$ cat src/wpe_pkg.sv
// Shared constants, opcodes and controller/datapath command and status types.
package wpe_pkg;

  localparam int BUCKETS_DEF     = 180;
  localparam int SAMPLE_BITS_DEF = 16;
  localparam int FRAME_W         = 32;
  localparam int OP_W            = 2;
  localparam int IDX_W           = 8;
  localparam int LEVEL_W         = 16;

  localparam logic [OP_W-1:0] OP_SAMPLE = 2'd0;
  localparam logic [OP_W-1:0] OP_READ   = 2'd1;
  localparam logic [OP_W-1:0] OP_CLEAR  = 2'd2;

  function automatic int imax(input int a, input int b);
    return (a > b) ? a : b;
  endfunction

  typedef struct packed {
    logic take;            // input transfer this cycle
    logic sweep_wr;        // zero one bucket entry
    logic mul_load;        // register frame_count * BUCKETS
    logic bucket_clamp;    // bucket = last
    logic div_load_bkt;    // start bucket division
    logic div_load_lvl;    // start level division
    logic bucket_from_div; // take clamped quotient as bucket
    logic ram_rd;          // read bucket entry
    logic frame_commit;    // fold frame peak into store
    logic lvl_from_ram;    // raw level
    logic lvl_from_div;    // normalized level
    logic out_load;        // load result register
  } wpe_cmd_t;

  typedef struct packed {
    logic [OP_W-1:0] opcode;
    logic            frame_end;
    logic            tf_zero;
    logic            sweep_last;
    logic            bucket_over;
    logic            div_busy;
    logic            norm;
    logic            out_free;
  } wpe_sts_t;

endpackage

$ cat src/wpe_if.sv
// Input item and result channel interfaces.
interface wpe_in_if import wpe_pkg::*; #(
  parameter int SAMPLE_BITS = SAMPLE_BITS_DEF
) ();
  logic                          valid;
  logic                          ready;
  logic [OP_W-1:0]               opcode;
  logic signed [SAMPLE_BITS-1:0] sample;
  logic                          frame_end;
  logic [IDX_W-1:0]              bucket_index;

  modport source(output valid, opcode, sample, frame_end, bucket_index, input ready);
  modport sink(input valid, opcode, sample, frame_end, bucket_index, output ready);
endinterface

interface wpe_out_if import wpe_pkg::*; ();
  logic               valid;
  logic               ready;
  logic [LEVEL_W-1:0] level;
  logic [IDX_W-1:0]   bucket_number;

  modport source(output valid, level, bucket_number, input ready);
  modport sink(input valid, level, bucket_number, output ready);
endinterface

$ cat src/waveform_peak_envelope_unit.sv
// Top level of the waveform peak envelope: controller, datapath and ports.
//
// Builds a peak overview of an audio stream in BUCKETS buckets. Each item is
// one transfer on the input channel: a sample (with frame_end on the last
// channel sample of a frame), a bucket read, or a clear. A sample without a
// frame end needs no step beyond its transfer. At a frame end the bucket
// position frame_count*BUCKETS/track_frames is found on the shared restoring
// divider, one quotient bit per cycle, followed by a read-modify-write of the
// bucket RAM. A read returns the raw level when the overall peak is at or
// below 0.01 full scale, else the divider produces the level scaled so the
// overall peak reads as 0.95, rounded half up. Results go to an output
// register, so samples keep flowing while a result waits for its transfer; a
// further read waits until that register can be reloaded. After reset and
// after each clear the bucket RAM is zeroed by a sweep over all BUCKETS
// entries, during which no item is taken; track_frames writes are taken at
// any time and only while idle are they meaningful. With track_frames at
// zero, frame ends record nothing. Bucket reads past the end return the last
// bucket.
module waveform_peak_envelope_unit import wpe_pkg::*; #(
  parameter int BUCKETS     = BUCKETS_DEF,
  parameter int SAMPLE_BITS = SAMPLE_BITS_DEF
) (
  input  logic               clk,
  input  logic               rst,
  input  logic               cfg_wr_en,
  input  logic [FRAME_W-1:0] cfg_wr_data,
  wpe_in_if.sink             item,
  wpe_out_if.source          result
);

  wpe_cmd_t cmd;
  wpe_sts_t sts;

  // sequencing: one item in flight, result register decoupled
  wpe_ctrl u_ctrl (
    .clk       (clk),
    .rst       (rst),
    .item_valid(item.valid),
    .item_ready(item.ready),
    .sts       (sts),
    .cmd       (cmd)
  );

  // storage, arithmetic and the result register
  wpe_datapath #(
    .BUCKETS    (BUCKETS),
    .SAMPLE_BITS(SAMPLE_BITS)
  ) u_dp (
    .clk          (clk),
    .rst          (rst),
    .cfg_wr_en    (cfg_wr_en),
    .cfg_wr_data  (cfg_wr_data),
    .cmd          (cmd),
    .sts          (sts),
    .opcode       (item.opcode),
    .sample       (item.sample),
    .frame_end    (item.frame_end),
    .bucket_index (item.bucket_index),
    .out_valid    (result.valid),
    .out_ready    (result.ready),
    .level        (result.level),
    .bucket_number(result.bucket_number)
  );

endmodule

$ cat src/wpe_ram.sv
// Generic single-write, single-read RAM with registered read data.
module wpe_ram #(
  parameter int WIDTH = 16,
  parameter int DEPTH = 180
) (
  input  logic                     clk,
  input  logic                     we,
  input  logic [$clog2(DEPTH)-1:0] waddr,
  input  logic [WIDTH-1:0]         wdata,
  input  logic                     re,
  input  logic [$clog2(DEPTH)-1:0] raddr,
  output logic [WIDTH-1:0]         rdata
);

  logic [WIDTH-1:0] mem [DEPTH];

  always_ff @(posedge clk) begin
    if (we) begin
      mem[waddr] <= wdata;
    end
    if (re) begin
      rdata <= mem[raddr];
    end
  end

endmodule

$ cat src/wpe_div.sv
// Restoring divider, one quotient bit per cycle, quotient bits known to fit.
module wpe_div #(
  parameter int DVS_W = 32,
  parameter int QW    = 16
) (
  input  logic                      clk,
  input  logic                      rst,
  input  logic                      load,
  input  logic [DVS_W-1:0]          r_init,
  input  logic [QW-1:0]             dq_init,
  input  logic [DVS_W-1:0]          divisor,
  input  logic [$clog2(QW+1)-1:0]   steps,
  output logic                      busy,
  output logic [QW-1:0]             quotient
);

  localparam int SW = $clog2(QW + 1);

  logic [DVS_W-1:0] r;
  logic [QW-1:0]    dq;
  logic [DVS_W-1:0] d;
  logic [SW-1:0]    cnt;
  logic [DVS_W:0]   rs;
  logic [DVS_W:0]   diff;
  logic             ge;

  always_comb begin
    rs   = {r, dq[QW-1]};
    ge   = rs >= {1'b0, d};
    diff = rs - {1'b0, d};
  end

  always_ff @(posedge clk) begin
    if (rst) begin
      busy <= 1'b0;
      cnt  <= '0;
    end else if (load) begin
      busy <= 1'b1;
      cnt  <= steps;
    end else if (busy) begin
      cnt <= cnt - 1'b1;
      if (cnt == SW'(1)) begin
        busy <= 1'b0;
      end
    end
  end

  // remainder stays below the divisor, so the low DVS_W bits hold it
  always_ff @(posedge clk) begin
    if (load) begin
      r  <= r_init;
      dq <= dq_init;
      d  <= divisor;
    end else if (busy) begin
      r  <= ge ? diff[DVS_W-1:0] : rs[DVS_W-1:0];
      dq <= {dq[QW-2:0], ge};
    end
  end

  assign quotient = dq;

endmodule

$ cat src/wpe_datapath.sv
// Datapath: peak tracking, bucket store, shared divider and result register.
module wpe_datapath import wpe_pkg::*; #(
  parameter int BUCKETS     = BUCKETS_DEF,
  parameter int SAMPLE_BITS = SAMPLE_BITS_DEF
) (
  input  logic                          clk,
  input  logic                          rst,
  input  logic                          cfg_wr_en,
  input  logic [FRAME_W-1:0]            cfg_wr_data,
  input  wpe_cmd_t                      cmd,
  output wpe_sts_t                      sts,
  input  logic [OP_W-1:0]               opcode,
  input  logic signed [SAMPLE_BITS-1:0] sample,
  input  logic                          frame_end,
  input  logic [IDX_W-1:0]              bucket_index,
  output logic                          out_valid,
  input  logic                          out_ready,
  output logic [LEVEL_W-1:0]            level,
  output logic [IDX_W-1:0]              bucket_number
);

  localparam int SB     = SAMPLE_BITS;
  localparam int QB     = $clog2(BUCKETS);
  localparam int QW     = imax(QB, SB);
  localparam int CW     = imax(IDX_W, QB);
  localparam int PW     = FRAME_W + QB;
  localparam int NW     = 2 * SB + 6;
  localparam int LDW    = SB + 6;
  localparam int DVS_W  = imax(FRAME_W, LDW);
  localparam int SW     = $clog2(QW + 1);
  // 0.95 with round-half-up: (v*38*F + 20m) / (40m); 0.01 test: m*100 > F
  localparam int RND_MUL  = 38;
  localparam int HALF_DEN = 20;
  localparam int DEN_MUL  = 40;
  localparam int NORM_MUL = 100;
  localparam logic [LDW-1:0] FULL = LDW'(1) << (SB - 1);

  logic [FRAME_W-1:0] track_frames;
  logic [FRAME_W-1:0] frame_count;
  logic [SB-1:0]      frame_peak;
  logic [SB-1:0]      overall_peak;
  logic [QB-1:0]      sweep_cnt;
  logic [QB-1:0]      bucket;
  logic [PW-1:0]      product;
  logic [SB-1:0]      lvl;

  logic [SB-1:0]      smp_u;
  logic [SB-1:0]      mag;
  logic [SB-1:0]      peak_max;
  logic [CW-1:0]      idx_w;
  logic [CW-1:0]      idx_c;
  logic [CW-1:0]      bkt_w;
  logic [SB-1:0]      ram_rdata;
  logic               ram_we;
  logic [QB-1:0]      ram_waddr;
  logic [SB-1:0]      ram_wdata;
  logic [NW-1:0]      nlv;
  logic [DVS_W-1:0]   div_r;
  logic [QW-1:0]      div_dq;
  logic [DVS_W-1:0]   div_d;
  logic [SW-1:0]      div_steps;
  logic               div_busy;
  logic [QW-1:0]      div_q;
  logic [QB-1:0]      q_bk;
  logic [QB-1:0]      q_bk_c;
  logic [SB+LEVEL_W-1:0] lvl_w;

  always_comb begin
    smp_u    = sample;
    mag      = smp_u[SB-1] ? SB'(~smp_u + 1'b1) : smp_u;
    peak_max = (mag > frame_peak) ? mag : frame_peak;
    idx_w    = CW'(bucket_index);
    idx_c    = (idx_w > CW'(BUCKETS - 1)) ? CW'(BUCKETS - 1) : idx_w;
    bkt_w    = CW'(bucket);
    q_bk     = div_q[QB-1:0];
    q_bk_c   = (q_bk > QB'(BUCKETS - 1)) ? QB'(BUCKETS - 1) : q_bk;
    lvl_w    = (SB + LEVEL_W)'(lvl);
    nlv      = ((NW'(ram_rdata) * NW'(RND_MUL)) << (SB - 1))
             + NW'(overall_peak) * NW'(HALF_DEN);
  end

  // divider operands: quotient bits are known to fit, so the remainder
  // starts from the dividend's upper part
  always_comb begin
    if (cmd.div_load_lvl) begin
      div_r     = DVS_W'(nlv >> SB);
      div_dq    = QW'(nlv[SB-1:0]) << (QW - SB);
      div_d     = DVS_W'(overall_peak) * DVS_W'(DEN_MUL);
      div_steps = SW'(SB);
    end else begin
      div_r     = DVS_W'(product >> QB);
      div_dq    = QW'(product[QB-1:0]) << (QW - QB);
      div_d     = DVS_W'(track_frames);
      div_steps = SW'(QB);
    end
  end

  always_comb begin
    ram_we    = cmd.sweep_wr | (cmd.frame_commit & (frame_peak > ram_rdata));
    ram_waddr = cmd.sweep_wr ? sweep_cnt : bucket;
    ram_wdata = cmd.sweep_wr ? '0 : frame_peak;
  end

  always_comb begin
    sts.opcode      = opcode;
    sts.frame_end   = frame_end;
    sts.tf_zero     = (track_frames == '0);
    sts.sweep_last  = (sweep_cnt == QB'(BUCKETS - 1));
    sts.bucket_over = (product >= {track_frames, {QB{1'b0}}});
    sts.div_busy    = div_busy;
    sts.norm        = (LDW'(overall_peak) * LDW'(NORM_MUL)) > FULL;
    sts.out_free    = !out_valid || out_ready;
  end

  wpe_ram #(
    .WIDTH(SB),
    .DEPTH(BUCKETS)
  ) u_ram (
    .clk  (clk),
    .we   (ram_we),
    .waddr(ram_waddr),
    .wdata(ram_wdata),
    .re   (cmd.ram_rd),
    .raddr(bucket),
    .rdata(ram_rdata)
  );

  wpe_div #(
    .DVS_W(DVS_W),
    .QW   (QW)
  ) u_div (
    .clk     (clk),
    .rst     (rst),
    .load    (cmd.div_load_bkt | cmd.div_load_lvl),
    .r_init  (div_r),
    .dq_init (div_dq),
    .divisor (div_d),
    .steps   (div_steps),
    .busy    (div_busy),
    .quotient(div_q)
  );

  always_ff @(posedge clk) begin
    if (rst) begin
      track_frames <= '0;
      frame_count  <= '0;
      frame_peak   <= '0;
      overall_peak <= '0;
      sweep_cnt    <= '0;
      out_valid    <= 1'b0;
    end else begin
      if (cfg_wr_en) begin
        track_frames <= cfg_wr_data;
      end
      if (cmd.take) begin
        case (opcode)
          OP_SAMPLE: begin
            frame_peak <= (frame_end && track_frames == '0) ? '0 : peak_max;
          end
          OP_CLEAR: begin
            frame_count  <= '0;
            frame_peak   <= '0;
            overall_peak <= '0;
            sweep_cnt    <= '0;
          end
          default: ;
        endcase
      end
      if (cmd.sweep_wr) begin
        sweep_cnt <= sweep_cnt + 1'b1;
      end
      if (cmd.frame_commit) begin
        if (frame_peak > overall_peak) begin
          overall_peak <= frame_peak;
        end
        if (frame_count != '1) begin
          frame_count <= frame_count + 1'b1;
        end
        frame_peak <= '0;
      end
      if (cmd.out_load) begin
        out_valid <= 1'b1;
      end else if (out_ready) begin
        out_valid <= 1'b0;
      end
    end
  end

  always_ff @(posedge clk) begin
    if (cmd.take && opcode == OP_READ) begin
      bucket <= idx_c[QB-1:0];
    end
    if (cmd.bucket_clamp) begin
      bucket <= QB'(BUCKETS - 1);
    end
    if (cmd.bucket_from_div) begin
      bucket <= q_bk_c;
    end
    if (cmd.mul_load) begin
      product <= PW'(frame_count) * PW'(BUCKETS);
    end
    if (cmd.lvl_from_ram) begin
      lvl <= ram_rdata;
    end
    if (cmd.lvl_from_div) begin
      lvl <= div_q[SB-1:0];
    end
    if (cmd.out_load) begin
      level         <= lvl_w[LEVEL_W-1:0];
      bucket_number <= bkt_w[IDX_W-1:0];
    end
  end

endmodule

$ cat src/wpe_ctrl.sv
// Controller state machine sequencing samples, frame ends, reads and clears.
module wpe_ctrl import wpe_pkg::*; (
  input  logic     clk,
  input  logic     rst,
  input  logic     item_valid,
  output logic     item_ready,
  input  wpe_sts_t sts,
  output wpe_cmd_t cmd
);

  localparam logic [3:0] S_CLEAR = 4'd0;
  localparam logic [3:0] S_IDLE  = 4'd1;
  localparam logic [3:0] S_BMUL  = 4'd2;
  localparam logic [3:0] S_BCHK  = 4'd3;
  localparam logic [3:0] S_BDIV  = 4'd4;
  localparam logic [3:0] S_RD    = 4'd5;
  localparam logic [3:0] S_WR    = 4'd6;
  localparam logic [3:0] S_LRD   = 4'd7;
  localparam logic [3:0] S_LCHK  = 4'd8;
  localparam logic [3:0] S_LDIV  = 4'd9;
  localparam logic [3:0] S_OUT   = 4'd10;

  logic [3:0] state;
  logic [3:0] state_next;

  always_comb begin
    cmd        = '0;
    item_ready = 1'b0;
    state_next = state;
    case (state)
      S_CLEAR: begin
        cmd.sweep_wr = 1'b1;
        if (sts.sweep_last) begin
          state_next = S_IDLE;
        end
      end
      S_IDLE: begin
        item_ready = 1'b1;
        if (item_valid) begin
          cmd.take = 1'b1;
          case (sts.opcode)
            OP_SAMPLE: begin
              if (sts.frame_end && !sts.tf_zero) begin
                state_next = S_BMUL;
              end
            end
            OP_READ:  state_next = S_LRD;
            OP_CLEAR: state_next = S_CLEAR;
            default:  ;
          endcase
        end
      end
      S_BMUL: begin
        cmd.mul_load = 1'b1;
        state_next   = S_BCHK;
      end
      S_BCHK: begin
        if (sts.bucket_over) begin
          cmd.bucket_clamp = 1'b1;
          state_next       = S_RD;
        end else begin
          cmd.div_load_bkt = 1'b1;
          state_next       = S_BDIV;
        end
      end
      S_BDIV: begin
        if (!sts.div_busy) begin
          cmd.bucket_from_div = 1'b1;
          state_next          = S_RD;
        end
      end
      S_RD: begin
        cmd.ram_rd = 1'b1;
        state_next = S_WR;
      end
      S_WR: begin
        cmd.frame_commit = 1'b1;
        state_next       = S_IDLE;
      end
      S_LRD: begin
        cmd.ram_rd = 1'b1;
        state_next = S_LCHK;
      end
      S_LCHK: begin
        if (sts.norm) begin
          cmd.div_load_lvl = 1'b1;
          state_next       = S_LDIV;
        end else begin
          cmd.lvl_from_ram = 1'b1;
          state_next       = S_OUT;
        end
      end
      S_LDIV: begin
        if (!sts.div_busy) begin
          cmd.lvl_from_div = 1'b1;
          state_next       = S_OUT;
        end
      end
      S_OUT: begin
        if (sts.out_free) begin
          cmd.out_load = 1'b1;
          state_next   = S_IDLE;
        end
      end
      default: state_next = S_IDLE;
    endcase
  end

  always_ff @(posedge clk) begin
    if (rst) begin
      state <= S_CLEAR;
    end else begin
      state <= state_next;
    end
  end

endmodule
$ cat src/flat_wrapper.sv
// flat-port wrapper written by rule: the top's interface ports become plain ports
module waveform_peak_envelope_unit_flat import wpe_pkg::*;
#(
  parameter int BUCKETS     = BUCKETS_DEF,
  parameter int SAMPLE_BITS = SAMPLE_BITS_DEF
)
  (clk, rst, cfg_wr_en, cfg_wr_data, item_valid, item_opcode, item_sample, item_frame_end, item_bucket_index, item_ready, result_valid, result_level, result_bucket_number, result_ready);
  wpe_in_if #(.SAMPLE_BITS(SAMPLE_BITS)) item_i ();
  wpe_out_if result_i ();
  input  logic clk;
  input  logic rst;
  input  logic cfg_wr_en;
  input  logic [FRAME_W-1:0] cfg_wr_data;
  input wire logic [$bits(item_i.valid)-1:0] item_valid;
  input wire logic [$bits(item_i.opcode)-1:0] item_opcode;
  input wire logic [$bits(item_i.sample)-1:0] item_sample;
  input wire logic [$bits(item_i.frame_end)-1:0] item_frame_end;
  input wire logic [$bits(item_i.bucket_index)-1:0] item_bucket_index;
  output wire logic [$bits(item_i.ready)-1:0] item_ready;
  output wire logic [$bits(result_i.valid)-1:0] result_valid;
  output wire logic [$bits(result_i.level)-1:0] result_level;
  output wire logic [$bits(result_i.bucket_number)-1:0] result_bucket_number;
  input wire logic [$bits(result_i.ready)-1:0] result_ready;
  assign item_i.valid = item_valid;
  assign item_i.opcode = item_opcode;
  assign item_i.sample = item_sample;
  assign item_i.frame_end = item_frame_end;
  assign item_i.bucket_index = item_bucket_index;
  assign item_ready = item_i.ready;
  assign result_valid = result_i.valid;
  assign result_level = result_i.level;
  assign result_bucket_number = result_i.bucket_number;
  assign result_i.ready = result_ready;
  waveform_peak_envelope_unit #(.BUCKETS(BUCKETS), .SAMPLE_BITS(SAMPLE_BITS)) u_core (.clk(clk), .rst(rst), .cfg_wr_en(cfg_wr_en), .cfg_wr_data(cfg_wr_data), .item(item_i), .result(result_i));
endmodule
$ cat config.mk
export PLATFORM = sky130hd
export DESIGN_NAME = waveform_peak_envelope_unit_flat
export DESIGN_NICKNAME = d
export VERILOG_FILES = /design/src/wpe_pkg.sv /design/src/wpe_if.sv /design/src/waveform_peak_envelope_unit.sv /design/src/wpe_ram.sv /design/src/wpe_div.sv /design/src/wpe_datapath.sv /design/src/wpe_ctrl.sv /design/src/flat_wrapper.sv
export SDC_FILE = /design/constraint.sdc
export NUM_CORES = 2
export LEC_CHECK = 0
export ABC_CLOCK_PERIOD_IN_PS = 9500
export BUFFER_PORTS_ARGS = -buffer_cell sky130_fd_sc_hd__buf_4
export CELL_PAD_IN_SITES_DETAIL_PLACEMENT = 2
export CELL_PAD_IN_SITES_GLOBAL_PLACEMENT = 2
export CORE_MARGIN = 3
export CORE_UTILIZATION = 44
export CTS_BUF_LIST = sky130_fd_sc_hd__clkbuf_4
export DETAILED_ROUTE_END_ITERATION = 10
export HOLD_SLACK_MARGIN = 0.15
export PLACE_DENSITY_LB_ADDON = 0.3
export SETUP_SLACK_MARGIN = 0.2
export SKIP_CTS_REPAIR_TIMING = 1
export SYNTH_ARGS = -nofsm -noshare
export SYNTH_HDL_FRONTEND = slang
export SYNTH_SLANG_ARGS = --single-unit
$ cat constraint.sdc
create_clock -name clk -period 9.5 [get_ports clk]
set_clock_uncertainty 0.1 [all_clocks]
set_input_delay 1.9 -clock clk [delete_from_list [all_inputs] [get_ports clk]]
set_output_delay 1.9 -clock clk [all_outputs]
set_load 0.005 [all_outputs]
* Yosys cells after proc, flatten, opt, wreduce, memory -nomap -nowiden
Memory sizes are Yosys's and may differ from the RTL's. A register that Yosys moved wholly into a read port is not among the register bits.
Cells that the tools add are included.
** Storage, ports and cells
- Memories kept :: 1
- Word-level logic and storage cells :: 157
- Bits in writable memories :: 2880
- Bits in registers :: 281
- Output and inout bits :: 26
- Bits of input ports :: 64
** Operators by class
- Equality and inequality tests :: 23
- $mul :: 5
- $add $sub $neg :: 6
- Order comparisons :: 8
- Muxes and demuxes :: 71
- Bitwise operators :: 4
- Reduce and logical (&&, ||, !) cells :: 21
** Memories
- u_core.u_dp.u_ram.mem :: words 180, width 16, read ports 1, clocked after Yosys merged registers in 1, write ports 1, RTL line wpe_ram.sv:15 : logic [WIDTH-1:0] mem [DEPTH];
** Operators with widths (number)
- 32-bit two-way mux :: 8
- 16-bit two-way mux :: 13
- 8-bit two-way mux :: 9
- 16-bit > comparator :: 3
- 40-bit greater-or-equal comparator :: 1
- 4-bit one-hot mux with 10 select lines :: 1
- 37-bit by 21-bit adder with 38-bit output :: 1
- 16-bit by 3-bit multiplier with 19-bit output, second input constant :: 2
- 32-bit by 6-bit multiplier with 38-bit output, second input constant :: 1
- 33-bit by 32-bit greater-or-equal comparator with 1-bit output :: 1
- 32-bit by 1-bit adder with 32-bit output, second input constant :: 1
- 32-bit logical NOT :: 1
- 32-bit inequality test, second input constant :: 1
- 16-bit one-hot mux with 2 select lines :: 1
- 32-bit subtractor :: 1
- 1-bit two-way mux :: 26
- 4-bit two-way mux :: 6
- 22-bit by 16-bit > comparator with 1-bit output, second input constant :: 1
- 22-bit two-way mux :: 1
- 16-bit by 5-bit multiplier with 21-bit output, second input constant :: 1
- 16-bit by 5-bit multiplier with 20-bit output, second input constant :: 1
- 16-bit by 1-bit adder with 16-bit output, second input constant :: 1
- 4-bit by 3-bit equality test with 1-bit output, second input constant :: 4
- 8-bit > comparator, second input constant :: 2
- 30 further kinds :: 50

* Logic depth before layout (Yosys ltp)
- Depth after elaboration :: 7
- Mapped depth :: 23
- Gate-level depth less buffers :: 23

* By module
A second synthesis with hierarchy kept.
** Second synthesis, totals
- Cells, all modules :: 8102
- Area total of the unflattened synthesis :: 136713.6 sq um
** By module, submodules not included
- wpe_ram :: instances 1, seq. area each 86963.4 sq um, area an instance 111814.7 sq um, cells an instance 5353
- wpe_datapath :: instances 1, seq. area each 4684.5 sq um, area an instance 18794.3 sq um, cells an instance 2124
- wpe_div :: instances 1, seq. area each 2522.4 sq um, area an instance 5675.4 sq um, cells an instance 565
- wpe_ctrl :: instances 1, seq. area each 80.1 sq um, area an instance 429.2 sq um, cells an instance 60

* Worst setup path before layout
No wires, ideal clock.
- Kind :: reg-to-reg
- Start :: reg u_core.u_ctrl.state[0]
- End :: mem u_core.u_dp.u_ram.mem[0][10] (data pin)
- Path buffers :: 4
- Arrival time :: 5501 ps
- Setup slack :: 2860 ps
- Clock period less this slack :: 6640 ps
- Library setup time :: 1040 ps
- Required time :: 8360 ps
- Cell stages (with the launch flop) :: 7
- Path through :: dfxtp_1 clkbuf_1 nor4_1 clkbuf_1 clkbuf_1 buf_1 nor2_1
** On the way
- Cells in the longest elaborated chain, start to end :: 3
** Ends and longest elaborated chain
- from (decl) :: RTL line wpe_ctrl.sv:23 : logic [3:0] state;
- from (signal assigned) :: RTL line wpe_ctrl.sv:113 : state <= state_next;
- 4-bit logical NOT :: RTL line wpe_ctrl.sv:30 : case (state)
- 1-bit two-way mux :: RTL line wpe_ctrl.sv:30
- 16-bit two-way mux :: RTL line wpe_datapath.sv:101 : ram_wdata = cmd.sweep_wr ? '0 : frame_peak;
- named net u_core.u_dp.ram_wdata[10] :: RTL line wpe_datapath.sv:56 : logic [SB-1:0] ram_wdata;
- to (decl) :: RTL line wpe_ram.sv:15
The timed path passes the listed nets, and every way through them passes these cells.

* Final worst setup path
- Start :: reg u_core.u_dp.overall_peak[4]
- End :: reg u_core.u_dp.u_div.r[31], enable pin
** On the way
- Cells in the longest elaborated chain, start to end :: 6
** Ends and longest elaborated chain
- from (decl) :: RTL line wpe_datapath.sv:41 : logic [SB-1:0] overall_peak;
- from (signal assigned) :: RTL line wpe_datapath.sv:174 : overall_peak <= frame_peak;
- 16-bit by 5-bit multiplier with 20-bit output :: RTL line wpe_datapath.sv:111 : sts.norm = (LDW'(overall_peak) * LDW'(NORM_MUL)) > FULL;
- 22-bit by 16-bit > comparator with 1-bit output :: RTL line wpe_datapath.sv:111
- 1-bit two-way mux :: RTL line wpe_ctrl.sv:85 : if (sts.norm) begin
- 1-bit two-way mux :: RTL line wpe_ctrl.sv:30
- 1-bit OR :: RTL line wpe_datapath.sv:134 : .load (cmd.div_load_bkt | cmd.div_load_lvl),
- 2-bit nonzero test (no source line)
- to (signal assigned) :: RTL line wpe_div.sv:51 : r <= r_init;
- to (signal assigned) :: RTL line wpe_div.sv:55 : r <= ge ? diff[DVS_W-1:0] : rs[DVS_W-1:0];
- to (decl) :: RTL line wpe_div.sv:19 : logic [DVS_W-1:0] r;
No other way between the ends.
A chain may end at the register's enable or synchronous reset.

==> impl_metrics.json <==
{
  "synthesis.instances": 6939,
  "cts_root_buffer": "sky130_fd_sc_hd__clkbuf_4",
  "dp_hpwl_mm": 290,
  "timing.critical_path.max_delay_family": "adder cells",
  "cp.depth": 16,
  "finalHoldViolations": 0,
  "core_mm2": 0.303,
  "dr_drc_count": 0,
  "startpoint": "u_core.u_dp.overall_peak[4]",
  "timing.critical_path.from_type": "flop",
  "leakage_nw": 51.8,
  "crit_end": "u_core.u_dp.u_div.r[31]",
  "initial_util": 0.442,
  "synth-seq-cells": 3177,
  "setup.worst_path.end_class": "flop",
  "drv_cap": 0,
  "grt_max_degree": 181,
  "timing.critical_path.cells": "ha_1, ha_1, inv_1, fa_1, inv_1, ha_1, o21ai_1, o21a_1, o31ai_1, a31oi_1, nor3_1, a211oi_4, a31oi_4, buf_4, or3_2, buf_4",
  "die_height_um": 558,
  "die_w_um": 558,
  "port_buffers": 89,
  "report.final.setup_viol": 0,
  "fillCellCount": 26960,
  "first_global_vias": 86467,
  "layout_setup_ws_ps": 2910,
  "ys_async_sr_fraction": 0,
  "violation_count_after_the_first_detailed_routing_iteration": 11741,
  "vdd_drop_max_v": 0.000104,
  "synth.net_count": 7397,
  "synth.top_cell.area_share": 0.685,
  "cp_slowest_cell": "sky130_fd_sc_hd__or3_2",
  "pwr_density_cell_mw_per_mm2": 185,
  "synthesis.yosys.warnings": 0,
  "insertion_delay_ps": 1710,
  "critPathBufInv": 4,
  "place_worst_setup_slack_ps": 3120,
  "drive_above_1_share": 0.337,
  "reg2regPathDepth": 16,
  "rsz0062_at_grt": "no",
  "critical_path.reg2reg.startpoint": "u_core.u_dp.overall_peak[4]",
  "numClockSinks": 3177,
  "critPathRequiredTime_ps": 10600,
  "ys_seq_area_frac": 0.702,
  "cts_tree": "done",
  "slew_violations": 50,
  "worstReg2RegEnd": "u_core.u_dp.u_div.r[31]",
  "route.detailed.vias_per_inst": 6.54,
  "outcome": "finished, violations left",
  "timing.critical_path.slowest_cell_delay_ps": 700,
  "synthFlopType": "sky130_fd_sc_hd__edfxtp_1",
  "die_area_mm2": 0.312,
  "yosysUniqueCellTypes": 92,
  "nets": 8249,
  "synth-edff-count": 3062,
  "grt_antenna_before_repair": 46,
  "holdCritPathClass": "reg -> reg",
  "worst_ep_arrival_time_ps": 7700,
  "grt.overflow.total": 0,
  "cts_inserted_buffers": 820,
  "mean_cell_area_of_the_mapped_netlist_um2": 19.3,
  "cts_htree_levels": 6,
  "areaGrowthSynthToFinish_pct": 13.5,
  "period_share": 0.694,
  "worst_setup_path_type": "reg -> reg",
  "multiInputGateArea_mm2": 0.0384,
  "setup_tns_ps": 0,
  "ff2ff_setup_slack_ps": 2910,
  "post_drt_wl_per_cell_um": 41.2,
  "fin_total_pwr_mw": 28.3,
  "seqCellArea_mm2": 0.0943,
  "post-synth-top-area-cell": "sky130_fd_sc_hd__edfxtp_1",
  "clock_tree.buffer_depth": 4,
  "dpl.cell_count": 10945,
  "yosys-top-cells-area": "sky130_fd_sc_hd__edfxtp_1, sky130_fd_sc_hd__mux4_2, sky130_fd_sc_hd__ha_1",
  "global_route_wire_length_before_repair_mm": 721,
  "drt_pre_antenna_iters": 7,
  "cp_max_fo": 67,
  "violations_in_the_final_reports": "slew limit",
  "fmaxAchievable_ghz": 0.152,
  "floorplan.rows": 202,
  "postRouteAntennaNets": 0,
  "via_count": 81141,
  "stdcell_count": 12416,
  "gp_routability_congestion": 0.851,
  "clk_pin_slew_worst_paths_ps": 70,
  "tightest_slew_ps": 1550,
  "syn-cell-area_mm2": 0.134,
  "fin_crit_ps": 6590,
  "finalWirelength_mm": 512,
  "ios": 90,
  "grtUsageTotal": 0.328,
  "worst_path_most_repeated_cell": "sky130_fd_sc_hd__ha_1",
  "slew_headroom": -0.0333
}
[placed cells by master, fill, tap and decap left out, types with 22 or more instances in the layout]
cell                       netlist  layout
sky130_fd_sc_hd__edfxtp_1     3062    3062
sky130_fd_sc_hd__clkbuf_4        0    1229
sky130_fd_sc_hd__mux4_2        944     944
sky130_fd_sc_hd__buf_4           0     361
sky130_fd_sc_hd__ha_1          310     310
sky130_fd_sc_hd__inv_1         269     269
sky130_fd_sc_hd__nand2_1       241     241
sky130_fd_sc_hd__nor2_1        260     240
sky130_fd_sc_hd__a21oi_1       177     175
sky130_fd_sc_hd__clkinv_1        2     153
sky130_fd_sc_hd__nor3_2          2     137
sky130_fd_sc_hd__o21ai_0       129     129
sky130_fd_sc_hd__dfxtp_1       115     115
sky130_fd_sc_hd__fa_1           84      84
sky130_fd_sc_hd__xnor2_1        79      79
sky130_fd_sc_hd__a21o_1         77      77
sky130_fd_sc_hd__nand3_1        52      52
sky130_fd_sc_hd__mux2i_1        46      46
sky130_fd_sc_hd__xor2_1         41      41
sky130_fd_sc_hd__nor3_1        179      39
sky130_fd_sc_hd__a31oi_1        37      35
sky130_fd_sc_hd__o21a_1         33      32
sky130_fd_sc_hd__nand3b_1       27      27
sky130_fd_sc_hd__nand4_1        26      26
sky130_fd_sc_hd__nand2b_1       26      26
sky130_fd_sc_hd__and3_1         24      24
sky130_fd_sc_hd__o31ai_1        22      22
[through the flow]
| step | util | hold WS (ps) | area (um2) |
|---|---|---|---|
| floorplan | - | 300 | 134000 |
| global route | 0.502 | 311 | 152000 |
| CTS | 0.502 | 266 | 152000 |
| global placement | 0.467 | 303 | 142000 |
| finish | 0.502 | 253 | 152000 |
| detailed placement | 0.467 | 307 | 142000 |
[state kept, by name (all words and copies together), names as in the netlist]
register	cells
u_core.u_dp.u_ram.mem	2880
u_core.u_dp.product	38
u_core.u_dp.frame_count	32
u_core.u_dp.track_frames	32
u_core.u_dp.u_div.d	32
u_core.u_dp.u_div.r	32
u_core.u_dp.frame_peak	16
u_core.u_dp.level	16
u_core.u_dp.lvl	16
u_core.u_dp.overall_peak	16
u_core.u_dp.u_div.quotient	16
u_core.u_dp.u_ram.rdata	16
u_core.u_dp.bkt_w	8
u_core.u_dp.bucket_number	8
u_core.u_dp.sweep_cnt	8
u_core.u_dp.u_div.cnt	5
u_core.u_ctrl.state	4
u_core.u_dp.out_valid	1
u_core.u_dp.u_div.busy	1
[synthesized netlist by cell type (all sizes together) (13+ instances only)]
library cell  count
a211oi           17
a21o             77
a21oi           178
a22o             17
a22oi            15
a31oi            38
and3             24
buf             114
clkbuf          237
dfxtp           115
edfxtp         3062
fa               84
ha              310
inv             271
mux2i            46
mux4            944
nand2           241
nand2b           26
nand3            52
nand3b           27
nand4            26
nor2            261
nor2b            18
nor3            181
nor4             22
o211ai           13
o21a             33
o21ai           149
o21bai           15
o31ai            22
or3              13
xnor2            79
xor2             41
[report_power, final]
group          total (mW)  internal, mW  switching, mW
combinational       0.224        0.0753          0.148
clock                12.9          6.13           6.74
sequential           15.2          15.1         0.0254
total                28.3          21.3           6.92
[cells by family (layout without fill, tap and decap cells)]
logic type,after synthesis,count (layout),synth area share
buf+inv,624,2108,0.0184
flops,3177,3177,0.702
mux,998,998,0.163
xor+xnor,120,120,0.00783
fa+ha+maj,394,394,0.0414
other cells,0,15,0
simple gates,945,945,0.0336
compound gates,681,681,0.0338
[worst min path at each step]
| stage | start | end | slack [ps] | cells after the start |
|---|---|---|---|---|
| final | u_core.u_dp.lvl[0] | u_core.u_dp.level[0] | 250 | 0 |
| after global routing | u_core.u_dp.lvl[0] | u_core.u_dp.level[0] | 310 | 0 |
| after global placement | u_core.u_dp.lvl[6] | u_core.u_dp.level[6] | 300 | 0 |
| after CTS | cfg_wr_data[6] | u_core.u_dp.track_frames[6] | 270 | 3 |
| after detailed placement | u_core.u_dp.lvl[3] | u_core.u_dp.level[3] | 310 | 0 |
| after floorplan | u_core.u_dp.lvl[0] | u_core.u_dp.level[0] | 300 | 0 |
[area by class of cell]
type	count	share of cell area
Sequential cell	3177	0.619
Inverter	273	0.00673
Clock buffer	1229	0.0606
Antenna cell	15	0.000246
Clock inverter	225	0.00846
Multi-Input combinational cell	3138	0.252
Timing Repair Buffer	381	0.0205
Tap cell	3978	0.0327
[worst register-to-register path, delay by kind of cell, from the launching register on]
family                   cells  cell delay (ps)
buffers and inverters        4             1280
adder cells (fa/ha/maj)      4             1440
flip-flops                   1              550
AO/OA/AOI/OAI                6             1420
AND/OR/NAND/NOR              2             1320
[routing by layer]
metal	routed length, um	global-route usage	vias to the layer above	share of wire
met5	170	0	-	0.00033
met3	45000	0.0662	1420	0.088
met2	248000	0.533	5693	0.49
met1	190000	0.425	43455	0.37
met4	28400	0.158	24	0.055
li1	-	-	30549	-
No activity file was read; power rests on OpenSTA's default activity.
